===== config.mk =====
export PLATFORM = sky130hd
export DESIGN_NAME = integer_to_ascii_formatter_unit
export DESIGN_NICKNAME = d
export VERILOG_FILES = /design/src/sv/i2af_pkg.sv /design/src/sv/integer_to_ascii_formatter_unit.sv /design/src/sv/i2af_bcd_conv.sv
export SDC_FILE = /design/constraint.sdc
export NUM_CORES = 1
export LEC_CHECK = 0
export ABC_AREA = 1
export BUFFER_PORTS_ARGS = -buffer_cell sky130_fd_sc_hd__buf_2
export CORE_MARGIN = 2
export CORE_UTILIZATION = 54
export DETAILED_ROUTE_END_ITERATION = 8
export PLACE_DENSITY = 0.77
export SLEW_MARGIN = 25
export SYNTH_ARGS = -nofsm -noshare
export SYNTH_HDL_FRONTEND = slang
export SYNTH_SLANG_ARGS = --single-unit

===== constraint.sdc =====
create_clock -name clk -period 6.9 [get_ports clk]
set_input_delay 0.345 -clock clk [delete_from_list [all_inputs] [get_ports clk]]
set_output_delay 0.345 -clock clk [all_outputs]
set_load 0.02 [all_outputs]

===== src/sv/i2af_pkg.sv =====
package i2af_pkg;

    localparam logic [1:0] CMD_SDEC  = 2'd0;
    localparam logic [1:0] CMD_UDEC  = 2'd1;
    localparam logic [1:0] CMD_HEX32 = 2'd2;
    localparam logic [1:0] CMD_HEX64 = 2'd3;

    localparam int WORD_W     = 32;
    localparam int VALUE_W    = 64;
    localparam int NIB_W      = 4;
    localparam int BCD_DIGITS = 10;
    localparam int BCD_W      = BCD_DIGITS * NIB_W;
    localparam int CHAR_W     = 8;
    localparam int COUNT_W    = 5;
    localparam int BIT_CNT_W  = $clog2(WORD_W);

    localparam logic [CHAR_W-1:0] CHAR_ZERO  = 8'h30;
    localparam logic [CHAR_W-1:0] CHAR_MINUS = 8'h2D;
    // letter base minus ten, so that base + nibble gives the letter
    localparam logic [CHAR_W-1:0] HEX_UPPER_BASE = 8'h37;
    localparam logic [CHAR_W-1:0] HEX_LOWER_BASE = 8'h57;

    typedef struct packed {
        logic [1:0]         cmd;
        logic [VALUE_W-1:0] value;
        logic               upper_case;
    } in_item_t;

    typedef struct packed {
        logic [CHAR_W-1:0]  char_out;
        logic               last;
        logic [COUNT_W-1:0] char_count;
    } out_item_t;

    function automatic logic [NIB_W-1:0] bcd_adjust(input logic [NIB_W-1:0] d);
        return (d >= 4'd5) ? d + 4'd3 : d;
    endfunction

    function automatic logic [CHAR_W-1:0] digit_char(input logic [NIB_W-1:0] n,
                                                      input logic upper);
        logic [CHAR_W-1:0] base;
        if (n < 4'd10)
            base = CHAR_ZERO;
        else
            base = upper ? HEX_UPPER_BASE : HEX_LOWER_BASE;
        return base + {{(CHAR_W-NIB_W){1'b0}}, n};
    endfunction

endpackage


===== src/sv/integer_to_ascii_formatter_unit.sv =====
// Integer to ASCII formatter.
// Input channel num_valid/num_ready/num_item takes one number with a format
// command (signed or unsigned 32-bit decimal, 32-bit or 64-bit hex) and a
// hex letter case flag. Output channel chr_valid/chr_ready/chr_item gives
// its characters, most significant first, no leading zeros, each with a
// last marker and the running count.
// Decimal numbers go through a bit-serial binary to BCD converter, one bit
// per cycle. Leading zero digits are then dropped one per cycle, after which
// one character leaves per cycle while the receiver does not stall.
// One number is worked on at a time; num_ready is high only when idle.
// The output register holds a character while chr_ready is low; the block
// waits without losing or repeating anything. Reset empties the output
// register and returns the block to idle; no other state is kept.
module integer_to_ascii_formatter_unit (
    input  logic                clk,
    input  logic                rst_n,
    input  logic                num_valid,
    output logic                num_ready,
    input  i2af_pkg::in_item_t  num_item,
    output logic                chr_valid,
    input  logic                chr_ready,
    output i2af_pkg::out_item_t chr_item
);
    import i2af_pkg::*;

    localparam logic [2:0] ST_IDLE = 3'd0;
    localparam logic [2:0] ST_CONV = 3'd1;
    localparam logic [2:0] ST_SKIP = 3'd2;
    localparam logic [2:0] ST_SIGN = 3'd3;
    localparam logic [2:0] ST_EMIT = 3'd4;

    localparam int TOP_LSB = VALUE_W - NIB_W;

    logic [2:0]         state_reg,     state_next;
    logic [VALUE_W-1:0] digits_reg,    digits_next;
    logic [COUNT_W-1:0] left_reg,      left_next;
    logic [COUNT_W-1:0] count_reg,     count_next;
    logic               neg_reg,       neg_next;
    logic               upper_reg,     upper_next;
    logic               out_valid_reg, out_valid_next;
    out_item_t          out_item_reg,  out_item_next;

    logic [WORD_W-1:0]  low_word;
    logic               is_neg;
    logic [WORD_W-1:0]  mag;
    logic               conv_start;
    logic               conv_done;
    logic [BCD_W-1:0]   conv_bcd;
    logic               slot_free;
    logic [NIB_W-1:0]   top_nib;

    assign low_word  = num_item.value[WORD_W-1:0];
    assign is_neg    = (num_item.cmd == CMD_SDEC) && low_word[WORD_W-1];
    // two's complement magnitude; the most negative word maps onto itself
    assign mag       = is_neg ? (~low_word + 1'b1) : low_word;
    assign slot_free = !out_valid_reg || chr_ready;
    assign top_nib   = digits_reg[VALUE_W-1:TOP_LSB];

    i2af_bcd_conv u_bcd_conv (
        .clk   (clk),
        .rst_n (rst_n),
        .start (conv_start),
        .bin   (mag),
        .done  (conv_done),
        .bcd   (conv_bcd)
    );

    always_comb
    begin
        state_next     = state_reg;
        digits_next    = digits_reg;
        left_next      = left_reg;
        count_next     = count_reg;
        neg_next       = neg_reg;
        upper_next     = upper_reg;
        out_valid_next = out_valid_reg;
        out_item_next  = out_item_reg;
        conv_start     = 1'b0;

        // drop the shown item once the receiver takes it
        if (out_valid_reg && chr_ready)
            out_valid_next = 1'b0;

        unique case (state_reg)
            ST_IDLE:
            begin
                if (num_valid)
                begin
                    upper_next = num_item.upper_case;
                    neg_next   = is_neg;
                    count_next = '0;
                    unique case (num_item.cmd)
                        CMD_SDEC, CMD_UDEC:
                        begin
                            conv_start = 1'b1;
                            state_next = ST_CONV;
                        end
                        CMD_HEX32:
                        begin
                            digits_next = {low_word, {(VALUE_W-WORD_W){1'b0}}};
                            left_next   = COUNT_W'(WORD_W / NIB_W);
                            state_next  = ST_SKIP;
                        end
                        CMD_HEX64:
                        begin
                            digits_next = num_item.value;
                            left_next   = COUNT_W'(VALUE_W / NIB_W);
                            state_next  = ST_SKIP;
                        end
                    endcase
                end
            end
            ST_CONV:
            begin
                // align the BCD digits to the top of the digit register
                if (conv_done)
                begin
                    digits_next = {conv_bcd, {(VALUE_W-BCD_W){1'b0}}};
                    left_next   = COUNT_W'(BCD_DIGITS);
                    state_next  = ST_SKIP;
                end
            end
            ST_SKIP:
            begin
                // drop leading zeros, always keeping the final digit
                if (top_nib == '0 && left_reg > COUNT_W'(1))
                begin
                    digits_next = {digits_reg[TOP_LSB-1:0], {NIB_W{1'b0}}};
                    left_next   = left_reg - 1'b1;
                end
                else
                begin
                    state_next = neg_reg ? ST_SIGN : ST_EMIT;
                end
            end
            ST_SIGN:
            begin
                if (slot_free)
                begin
                    out_valid_next          = 1'b1;
                    out_item_next.char_out   = CHAR_MINUS;
                    out_item_next.last       = 1'b0;
                    out_item_next.char_count = count_reg + 1'b1;
                    count_next               = count_reg + 1'b1;
                    state_next               = ST_EMIT;
                end
            end
            ST_EMIT:
            begin
                // advance one digit per free output slot
                if (slot_free)
                begin
                    out_valid_next           = 1'b1;
                    out_item_next.char_out   = digit_char(top_nib, upper_reg);
                    out_item_next.last       = (left_reg == COUNT_W'(1));
                    out_item_next.char_count = count_reg + 1'b1;
                    count_next               = count_reg + 1'b1;
                    digits_next = {digits_reg[TOP_LSB-1:0], {NIB_W{1'b0}}};
                    left_next   = left_reg - 1'b1;
                    if (left_reg == COUNT_W'(1))
                        state_next = ST_IDLE;
                end
            end
            default:
            begin
                state_next = ST_IDLE;
            end
        endcase
    end

    always_ff @(posedge clk or negedge rst_n)
    begin
        if (!rst_n)
        begin
            state_reg     <= ST_IDLE;
            out_valid_reg <= 1'b0;
        end
        else
        begin
            state_reg     <= state_next;
            out_valid_reg <= out_valid_next;
        end
    end

    always_ff @(posedge clk)
    begin
        digits_reg   <= digits_next;
        left_reg     <= left_next;
        count_reg    <= count_next;
        neg_reg      <= neg_next;
        upper_reg    <= upper_next;
        out_item_reg <= out_item_next;
    end

    assign num_ready = (state_reg == ST_IDLE);
    assign chr_valid = out_valid_reg;
    assign chr_item  = out_item_reg;

endmodule


===== src/sv/i2af_bcd_conv.sv =====
module i2af_bcd_conv (
    input  logic                     clk,
    input  logic                     rst_n,
    input  logic                     start,
    input  logic [i2af_pkg::WORD_W-1:0] bin,
    output logic                     done,
    output logic [i2af_pkg::BCD_W-1:0]  bcd
);
    import i2af_pkg::*;

    logic [WORD_W-1:0]    bin_reg;
    logic [BCD_W-1:0]     bcd_reg;
    logic [BCD_W-1:0]     adj;
    logic [BIT_CNT_W-1:0] bit_cnt_reg;
    logic                 busy_reg;
    logic                 done_reg;

    // shift-add-3: correct every digit, then take in one binary bit
    always_comb
    begin
        for (int i = 0; i < BCD_DIGITS; i++)
        begin
            adj[i*NIB_W +: NIB_W] = bcd_adjust(bcd_reg[i*NIB_W +: NIB_W]);
        end
    end

    always_ff @(posedge clk or negedge rst_n)
    begin
        if (!rst_n)
        begin
            busy_reg    <= 1'b0;
            done_reg    <= 1'b0;
            bit_cnt_reg <= '0;
        end
        else
        begin
            done_reg <= 1'b0;
            if (start)
            begin
                busy_reg    <= 1'b1;
                bit_cnt_reg <= '0;
            end
            else if (busy_reg)
            begin
                bit_cnt_reg <= bit_cnt_reg + 1'b1;
                if (bit_cnt_reg == BIT_CNT_W'(WORD_W - 1))
                begin
                    busy_reg <= 1'b0;
                    done_reg <= 1'b1;
                end
            end
        end
    end

    always_ff @(posedge clk)
    begin
        if (start)
        begin
            bin_reg <= bin;
            bcd_reg <= '0;
        end
        else if (busy_reg)
        begin
            bin_reg <= {bin_reg[WORD_W-2:0], 1'b0};
            bcd_reg <= {adj[BCD_W-2:0], bin_reg[WORD_W-1]};
        end
    end

    assign done = done_reg;
    assign bcd  = bcd_reg;

endmodule


==> Yosys cells after proc, flatten, opt, wreduce, memory -nomap -nowiden <==
Index checks and enable logic that the tools add are counted.
{ "op_classes": {"n_lt_le_gt_ge": 12, "muxes": 58, "bitwise": 1, "n_reduce_logical": 20, "eq_ne": 18, "n_div": 0, "shifts": 0, "add_sub_neg": 15, "multipliers": 0} }
{ "op_table": {"columns": ["operator", "n"], "rows": [
  ["$mux 64", 4],
  ["$pmux 64 s4", 1],
  ["$pmux 64 s2", 1],
  ["$mux 32", 3],
  ["$ge 4x3->1 const B", 10],
  ["$mux 5", 8],
  ["$add 4x2->4 const B", 9],
  ["$mux 4", 9],
  ["$add 32x1->32 const B", 1],
  ["$not 32->32", 1],
  ["$mux 14", 2],
  ["$pmux 14 s2", 1],
  ["$mux 3", 8],
  ["$pmux 5 s2", 2],
  ["$pmux 5 s4", 1],
  ["$mux 8", 2],
  ["$pmux 3 s5", 1],
  ["$mux 7", 2],
  ["$mux 1", 12],
  ["$ne 2x2->1 const B", 6],
  ["$reduce_and 6->1", 2],
  ["$add 5x1->5 const B", 2],
  ["$add 8x4->8", 1],
  ["$eq 3x2->1 const B", 2],
  ["other kinds (24)", 33]
]} }
{ "totals": {"n_memories": 0, "mem_bits_rw": 0, "output_inout_bits": 16, "mem_bits_ro": 0, "in_bits": 71, "word_cells": 139, "latchBits": 0, "register_bits": 173} }

==> Logic depth before layout (Yosys ltp) <==
Gate-level depths: netlist of run 1.
{ "depth": {"ltp_word": 7, "ltp_mapped": 10, "mapped_depth_nobuf": 10} }

==> Hierarchy <==
Synthesis of run 1 repeated with hierarchy kept, for this count alone.
{ "hier_totals": {"cells_unflattened": 1179, "hier_area_um2": 9584.2} }
{ "modules_own_cells": {"columns": ["mod", "seq_area_each_um2", "area_per_inst_um2", "instances", "cells_each"], "rows": [
  ["integer_to_ascii_formatter_unit", 2802.7, 5596.6, 1, 671],
  ["i2af_bcd_conv", 1936.9, 3987.6, 1, 508]
]} }

==> Least setup slack after synthesis of run 1 <==
Ideal clock, no wire load.
{ "synth_path": {"path_kind": "reg-to-reg", "startpoint": "register state_reg[2]", "endpoint": "register digits_reg[0], enable pin", "arrival_ns": 6.226, "stages_incl_launch_ff": 6, "setup_time_ns": 0.599, "path_slack_ns": 0.075, "synth_period_minus_slack_ns": 6.825, "required_ns": 6.301, "n_path_buf": 0, "path_cell_list": "dfrtp_1 nor3_2 inv_1 nand3b_1 nand3_1 a211oi_1"} }
{ "synth_between": {"elab_chain_len": 3, "elab_cells_between_ends": 11} }
{ "synth_lines": {"columns": ["item", "line", "rtl"], "rows": [
  ["start: declaration", "integer_to_ascii_formatter_unit.sv:34", "logic [2:0] state_reg, state_next;"],
  ["start signal: assignment", "integer_to_ascii_formatter_unit.sv:180", "state_reg <= state_next;"],
  ["$eq 3x2->1, or another cell as far along", "integer_to_ascii_formatter_unit.sv:84", "unique case (state_reg)"],
  ["$ne 2x2->1 (no line), or another cell as far along", null, null],
  ["$reduce_and 6->1 (no line) *", null, null],
  ["end signal: assignment", "integer_to_ascii_formatter_unit.sv:187", "digits_reg <= digits_next;"],
  ["end: declaration", "integer_to_ascii_formatter_unit.sv:35", "logic [VALUE_W-1:0] digits_reg, digits_next;"]
]} }
Mark *: on every way between the ends. The rest lies on a longest branch, timed or not.
A chain may end at the register's enable or synchronous reset.

==> Final worst setup path of run 1 <==
{ "layout_path": {"startpoint": "register state_reg[1]", "endpoint": "register u_bcd_conv.bcd_reg[24] (netlist: u_bcd_conv.bcd[24])"} }
{ "layout_between": {"elab_chain_len": 2} }
{ "layout_lines": {"columns": ["item", "line", "rtl"], "rows": [
  ["$logic_not 3->1", "integer_to_ascii_formatter_unit.sv:84", null],
  ["$mux 1", "integer_to_ascii_formatter_unit.sv:84", null],
  ["end signal: assignment", "i2af_bcd_conv.sv:65", "bcd_reg <= {adj[BCD_W-2:0], bin_reg[WORD_W-1]};"],
  ["end: declaration", "i2af_bcd_conv.sv:12", "logic [BCD_W-1:0] bcd_reg;"]
]} }
No other way between the ends.

==> results.md, run 1 <==
* Hold Startpoint: num_item[0]
* Root Driver: clkbuf_16
* Launch point of the critical path: state_reg[1]
* Power density over the cells at between 400 and 500 nW/um2
* Crit path largest cell delay at between 0.4 and 0.5 ns
* Hold buffers post-CTS at 1
* Layout cells sized above 1 at roughly 13%
* Skew final at about 0.0074 ns
* Net count, final at 1208
* Area delta synth->final at 13.5%
* Status: complete, no violations
* CTS sink count at between 150 and 200
* GP Congestion at a little under 0.9
* Crit-path cells: nor2_1 > nand2_1 > inv_2 > nand2_1 > nor2_2 > buf_4 > inv_2 > buf_4 > nand2_1 > clkinv_1 > nand3_1 > o21ai_1
* Hold WS at ~0.094 ns
* Final slew viol count at 0
* RSZ-0062 raised after global routing: false
* Final period util at between 40% and 50%
* Initial DRT Pass Iterations at 5
* CP max FO at between 60 and 70
* Pre-CTS setup slack at 3.86 ns
* Slew @ Worst Pin at 0.969 ns
* Total global routing overflow at 0
* Synth top area share at 40.1%
* Async S/R FF share, synth at between 6 and 7%
* Post-synthesis sequential area ratio at 51.9%
* Fmax at around 320 MHz
* Wire per inst at 17.2 um
* First-pass GRT wire length at about 37000 um
* Top_reg_cell synth: edfxtp_1
* Post-route setup slack at ~3.8 ns
* Critical Path AT at 3.44 ns
* Antenna viol nets, final at 0
* Minimum clock period at 3.13 ns
* Max-Cap Viols at 0
* Die Width at between 100 and 150 um
* Peak VDD IR at slightly below 0.3 mV
* Total GRT Usage at between 20% and 30%
* FF-to-FF Start: state_reg[1]
* Reg2reg setup slack at between 3 and 4 ns
* Synth warn at 0
* Leakage at approximately 0.0043 uW
* Number of distinct library cells after synthesis at 40
* Buffers on Ports at 86
* DR vias at roughly 7700
* Slowest cell on the critical path: nand2_1
* Worst slew margin relative to its limit at between 30% and 40%
* Area contributors post-synth: edfxtp_1 (40%), dfxtp_1 (8.8%), nand2_1 (8.7%), inv_1 (4.9%), o21ai_0 (4.9%)
* Die ar. at approximately 18000 um2
* H-tree levels at 4
* Cts bufs inserted at 17
* CTS Buffer Depth at 2
* Final Hold Viols at 0
* Critical path data required time at 7.20 ns
* Critical path class: flop to flop
* # setup viols final at 0
* Worst-path clk slew at 0.07 ns
* Starting density of the core at between 50 and 60%
* Number of global-route vias before repair at 7253
* EDFF count, synth at ~120
* Largest area contributor in the netlist: edfxtp_1
* Initial antenna violation count at 0
* Element type at the critical path start: flop
* Most common cell after layout, fill and taps aside: nand2_1
* Syn_area_per_cell at slightly below 9 um2
* Leading cell types in the layout, fill and taps excluded: nand2_1 (211), edfxtp_1 (122), inv_1 (120)
* Initial DRC Count at 829
* Via/cell ratio at about 5.7
* Clk Latency, worst-skew pair at approximately 0.43 ns
* Core box area at 16600 um2
* Largest net degree at the start of global routing at 70
* Syn Inst Count at 1033
* Number of synthesized register bits at 173
* Setup_tns at 0 ns
* CP endpoint kind: flop
* # rows at 47
* Diodes inserted at 0
* # resized after CTS at 0
* CTS tree: done
* Setup Fix Bufs, Post-CTS at 0
* Most common cell on crit path: nand2_1
* Syn_nets at roughly 1100
* Cell area after synthesis at 9130 um2
* IO Pins at between 80 and 90
* Placed wire-length estimate at about 16000 um
* Post-Route WL at 23000 um
* Area after DPL at 9750 um2
* Die Y-Extent at ~130 um
* Hold Path Class: input port to flop
* DRC errors left at 0
* Largest register FFs at 64
* Design Area, Final at 10400 um2
synth_stat cells (all sizes together), types with 9 or more instances:
cell    number
o22ai       12
buf         19
nand4        9
nor2        80
nand2      214
o211ai      42
clkbuf      20
dfrtp       11
o21ai      116
nand3       59
ha          28
nor3        16
xor2        29
inv        126
a22oi       40
dfxtp       40
a21oi       27
edfxtp     122
cells by family (layout without fill, tap and decap cells):
logic type               Yosys count  after routing  synth area share (%)
buffers and inverters            166            254                  7.08
AND/OR/NAND/NOR                  386            386                  17.7
AO/OA/AOI/OAI                    246            246                  16.1
other                              1              1                0.0411
adder cells (fa/ha/maj)           29             29                  4.06
XOR/XNOR                          32             32                  3.07
flip-flops                       173            173                  51.9
layer usage:
metal | track usage, % | vias to the layer above | part of all wire [%] | routed length (um)
met3 | 5.86 | 40 | 8.7 | 2000
met2 | 40.5 | 316 | 46 | 10500
met1 | 37.4 | 3614 | 44 | 10000
li1 | - | 3716 | - | -
met5 | 0 | - | 0 | 0
met4 | 9.42 | 0 | 2.2 | 512
power by group:
| part | internal [uW] | total, uW | switching [uW] |
|---|---|---|---|
| clock network | 570 | 989 | 419 |
| registers | 1840 | 2050 | 217 |
| logic | 590 | 1880 | 1290 |
| total | 3000 | 4930 | 1930 |
critical path, delay by kind of cell (launching register included):
kind / cells / cell delay [ns]
AND/OR/NAND/NOR: 6 / 1.17
buffers and inverters: 5 / 1.26
flip-flops: 1 / 0.42
AO/OA/AOI/OAI: 1 / 0.10
metrics by stage:
step	instances	util, %	total power (uW)
2_1_floorplan	1033	-	3420
3_3_place_gp	1308	58.8	3850
3_5_place_dp	1308	58.8	3920
4_1_cts	1341	62.5	4920
5_1_grt	1341	62.5	5250
6_report	1341	62.5	4930
area by class of cell:
cell class	count	area [um2]
Fill cell	1409	6220
Clock inverter	14	168
Tap cell	220	275
Timing Repair Buffer	95	500
Inverter	127	478
Clock buffer	18	429
Multi-Input combinational cell	694	3770
Sequential cell	173	4740
final timing paths:
kind / to / cells past startpoint
min: upper_reg / 1
min in group asynchronous: chr_valid / 2
max reg2reg: u_bcd_conv.bcd[24] / 12
max in group asynchronous: u_bcd_conv.busy_reg / 2
min reg2reg: u_bcd_conv.bcd[0] / 2
max: u_bcd_conv.bcd[24] / 12
Power figures use the tool's default switching activity.
==> inputs of run 2 (changes only) <==
- ABC_AREA: 1 -> 0
- clock period: 6.9 -> 2.6 ns (I/O delays scaled with it)
==> results.md, run 2 <==
* Sequential power share at around two fifths
* Synth warn at 0
* Hold path depth at 3
* Crit path largest cell delay at 0.54 ns
* Number of synthesized register bits at around 170
* Starting density of the core at a little under three fifths
* Setup_tns at 0 ns
* Design Area, Final at about 11000 um2
* # resized after CTS at 0
* Final Hold Viols at 0
* Critical R2R Capture: digits_reg[60]
* Comb power frac at 40.8%
* DR vias at ~7200
* Total global routing overflow at 0
* Critical Path AT at ~2.5 ns
* Initial DRC Count at ~730
* Post-synthesis sequential area ratio at 51.9%
* Most common cell after layout, fill and taps aside: edfxtp_1
* Net Sw Frac at between 30% and 40%
* Mux contribution to synthesized area at approximately 3.7%
* Wire per inst at between 15 and 20 um
* Worst slew margin relative to its limit at a little over two fifths
* Final period util at between 80% and 90%
* Path depth of the worst reg2reg path at 7
* Power density over the cells at approximately 1300 nW/um2
* Leakage at ~0.0045 uW
* Layout cells sized above 1 at approximately 17%
* Worst Hold Path EP: digits_reg[50]
* Reg2reg setup slack at between 0.2 and 0.3 ns
* Launch point of the critical path: num_item[2]
* Sw power at about 5300 uW
* Crit path max-delay family: buffers and inverters
* CP Buf/Inv Count at 4
* Critical path class: input port to flop
* IO Pins at a little under 90
* Core box area at approximately 17000 um2
* Net count, final at 1067
* Number of global-route vias before repair at roughly 7000
* Filler cell count at ~1400
* Synth top area share at 40.1%
* Final Total Pwr at ~14000 uW
* Slew @ Worst Pin at approximately 0.86 ns
* Syn_area_per_cell at 10.3 um2
* Fmax at approximately 430 MHz
* Buffers on Ports at 86
* First-pass GRT wire length at around 35000 um
* Largest net degree at the start of global routing at 47
* Async S/R FF share, synth at around 6.4%
* EDFF count, synth at about 120
* Final slew viol count at 0
* GP Congestion at 0.876
* CTS tree: done
* Total GRT Usage at between 20% and 30%
* Largest register FFs at 64
* Crit-path cells: dlygate4sd3_1 > buf_2 > inv_1 > ha_1 > or4b_1 > nor4_4 > buf_4 > a2111oi_0 > a41oi_1 > nand3_1
* Element type at the critical path start: input port
* Largest family of logic cells by synthesized area: compound AO/OA/AOI/OAI gates
* Hold WS at 0.0184 ns
* # rows at 47
* Top_reg_cell synth: edfxtp_1
* Post-route setup slack at approximately 0.26 ns
* Syn_nets at roughly 1000
* Initial antenna violation count at 2
* Die Width at approximately 130 um
* CP max FO at 11
* Critical path data required time at between 2 and 3 ns
* Cts bufs inserted at 17
* Synth Area in XOR/XNOR at ~4.3%
* Simple-gate area share of the yosys netlist at between 10% and 20%
* Hold buffers post-CTS at 6
* CTS sink count at between 150 and 200
* Die Y-Extent at between 100 and 150 um
* Die ar. at 18000 um2
* Syn Inst Count at ~890
* Hold Path Class: input port to flop
* Slowest cell on the critical path: dlygate4sd3_1
* Adder and majority cell fraction of the synthesized area at under 10%
* Root Driver: clkbuf_16
* Peak VDD IR at 0.719 mV
* Placed wire-length estimate at about 15000 um
* DRC errors left at 0
* Cell area after synthesis at a little over 9000 um2
* H-tree levels at 4
* Leading cell types in the layout, fill and taps excluded: edfxtp_1 (122), nand2_1 (121), buf_2 (86)
* Skew final at 0.00798 ns
* Post-Route WL at ~22000 um
* CP endpoint kind: flop
* CTS Buffer Depth at 2
* Clock power share at 18.7%
* Synth Area in Compound Gates at 15.8%
* Minimum clock period at between 2 and 2.5 ns
* Internal power at about 9000 uW
* Largest area contributor in the netlist: edfxtp_1
* Worst-path clk slew at 0.06 ns
* Number of distinct library cells after synthesis at 62
* RSZ-0062 raised after global routing: false
* Area after DPL at 9970 um2
* Status: complete, no violations
* Post-synth top cells: edfxtp_1 (122), nand2_1 (122), nor2_1 (63), a21oi_1 (45), inv_1 (42)
* Area contributors post-synth: edfxtp_1 (40%), dfxtp_1 (8.8%), nand2_1 (5.0%), a222oi_1 (4.4%), ha_1 (3.8%)
* Setup Fix Bufs, Post-CTS at 0
* Hold Startpoint: num_item[51]
* Initial DRT Pass Iterations at 6
* Max-Cap Viols at 0
* Pre-CTS setup slack at roughly 0.34 ns
* Clk Latency, worst-skew pair at about 0.43 ns
* Via/cell ratio at roughly 6.0
* Area delta synth->final at 16.8%
* Antenna viol nets, final at 0
* # setup viols final at 0
* FF-to-FF Start: state_reg[2]
## run 2: worst max-delay path by stage
stage          slack (ns)  depth (start not counted)                     end
5_1_grt              0.09                         10  u_bcd_conv.bin_reg[22]
6_report             0.26                         10  u_bcd_conv.bin_reg[22]
3_3_place_gp         0.36                          6  u_bcd_conv.bin_reg[15]
3_5_place_dp         0.34                          6   u_bcd_conv.bin_reg[6]
2_1_floorplan       -0.58                          3           digits_reg[0]
4_1_cts              0.31                         10  u_bcd_conv.bin_reg[22]
## run 2: layout make-up
class	count	area [um2]	area share, %
clock inverters	6	66.3	0.622
multi-input cells	611	4030	37.8
flip-flops and latches	173	4740	44.5
inverters	43	161	1.51
clock buffers	26	564	5.29
well taps	220	275	2.58
repair buffers	121	821	7.70
diodes	1	2.50	0.0235
## run 2: per-layer routing
metal	track usage (%)	share of wire, %	vias to the layer above
li1	-	-	3447
met1	30.6	40	3418
met2	43.0	50	317
met3	5.10	7.7	44
met4	10.1	2.6	0
met5	0	0	-
## run 2: cells by family after synthesis
| group | count (synthesis) |
|---|---|
| other cells | 1 |
| mux | 34 |
| fa+ha+maj | 29 |
| compound gates | 207 |
| xor+xnor | 45 |
| flops | 173 |
| simple gates | 295 |
| buf+inv | 101 |
## run 2: stage by stage
step	cells	utilization (%)
floorplan	885	-
global placement	1162	60.1
detailed placement	1162	60.1
CTS	1200	64.3
global route	1200	64.3
finish	1201	64.3
## run 2: power by group through the flow
stage / logic (uW) / registers, uW / clock network [uW]
6_report: 5800 / 5770 / 2650
5_1_grt: 6530 / 5920 / 2770
3_3_place_gp: 5510 / 5750 / 0
4_1_cts: 5810 / 5760 / 2690
3_5_place_dp: 5750 / 5800 / 0
2_1_floorplan: 4230 / 5550 / 0
## run 2: tightest hold or removal path, cell delays in order
cell	delay, ns
buf_2	0.08
a222oi_1	0.07
nand2_1	0.06
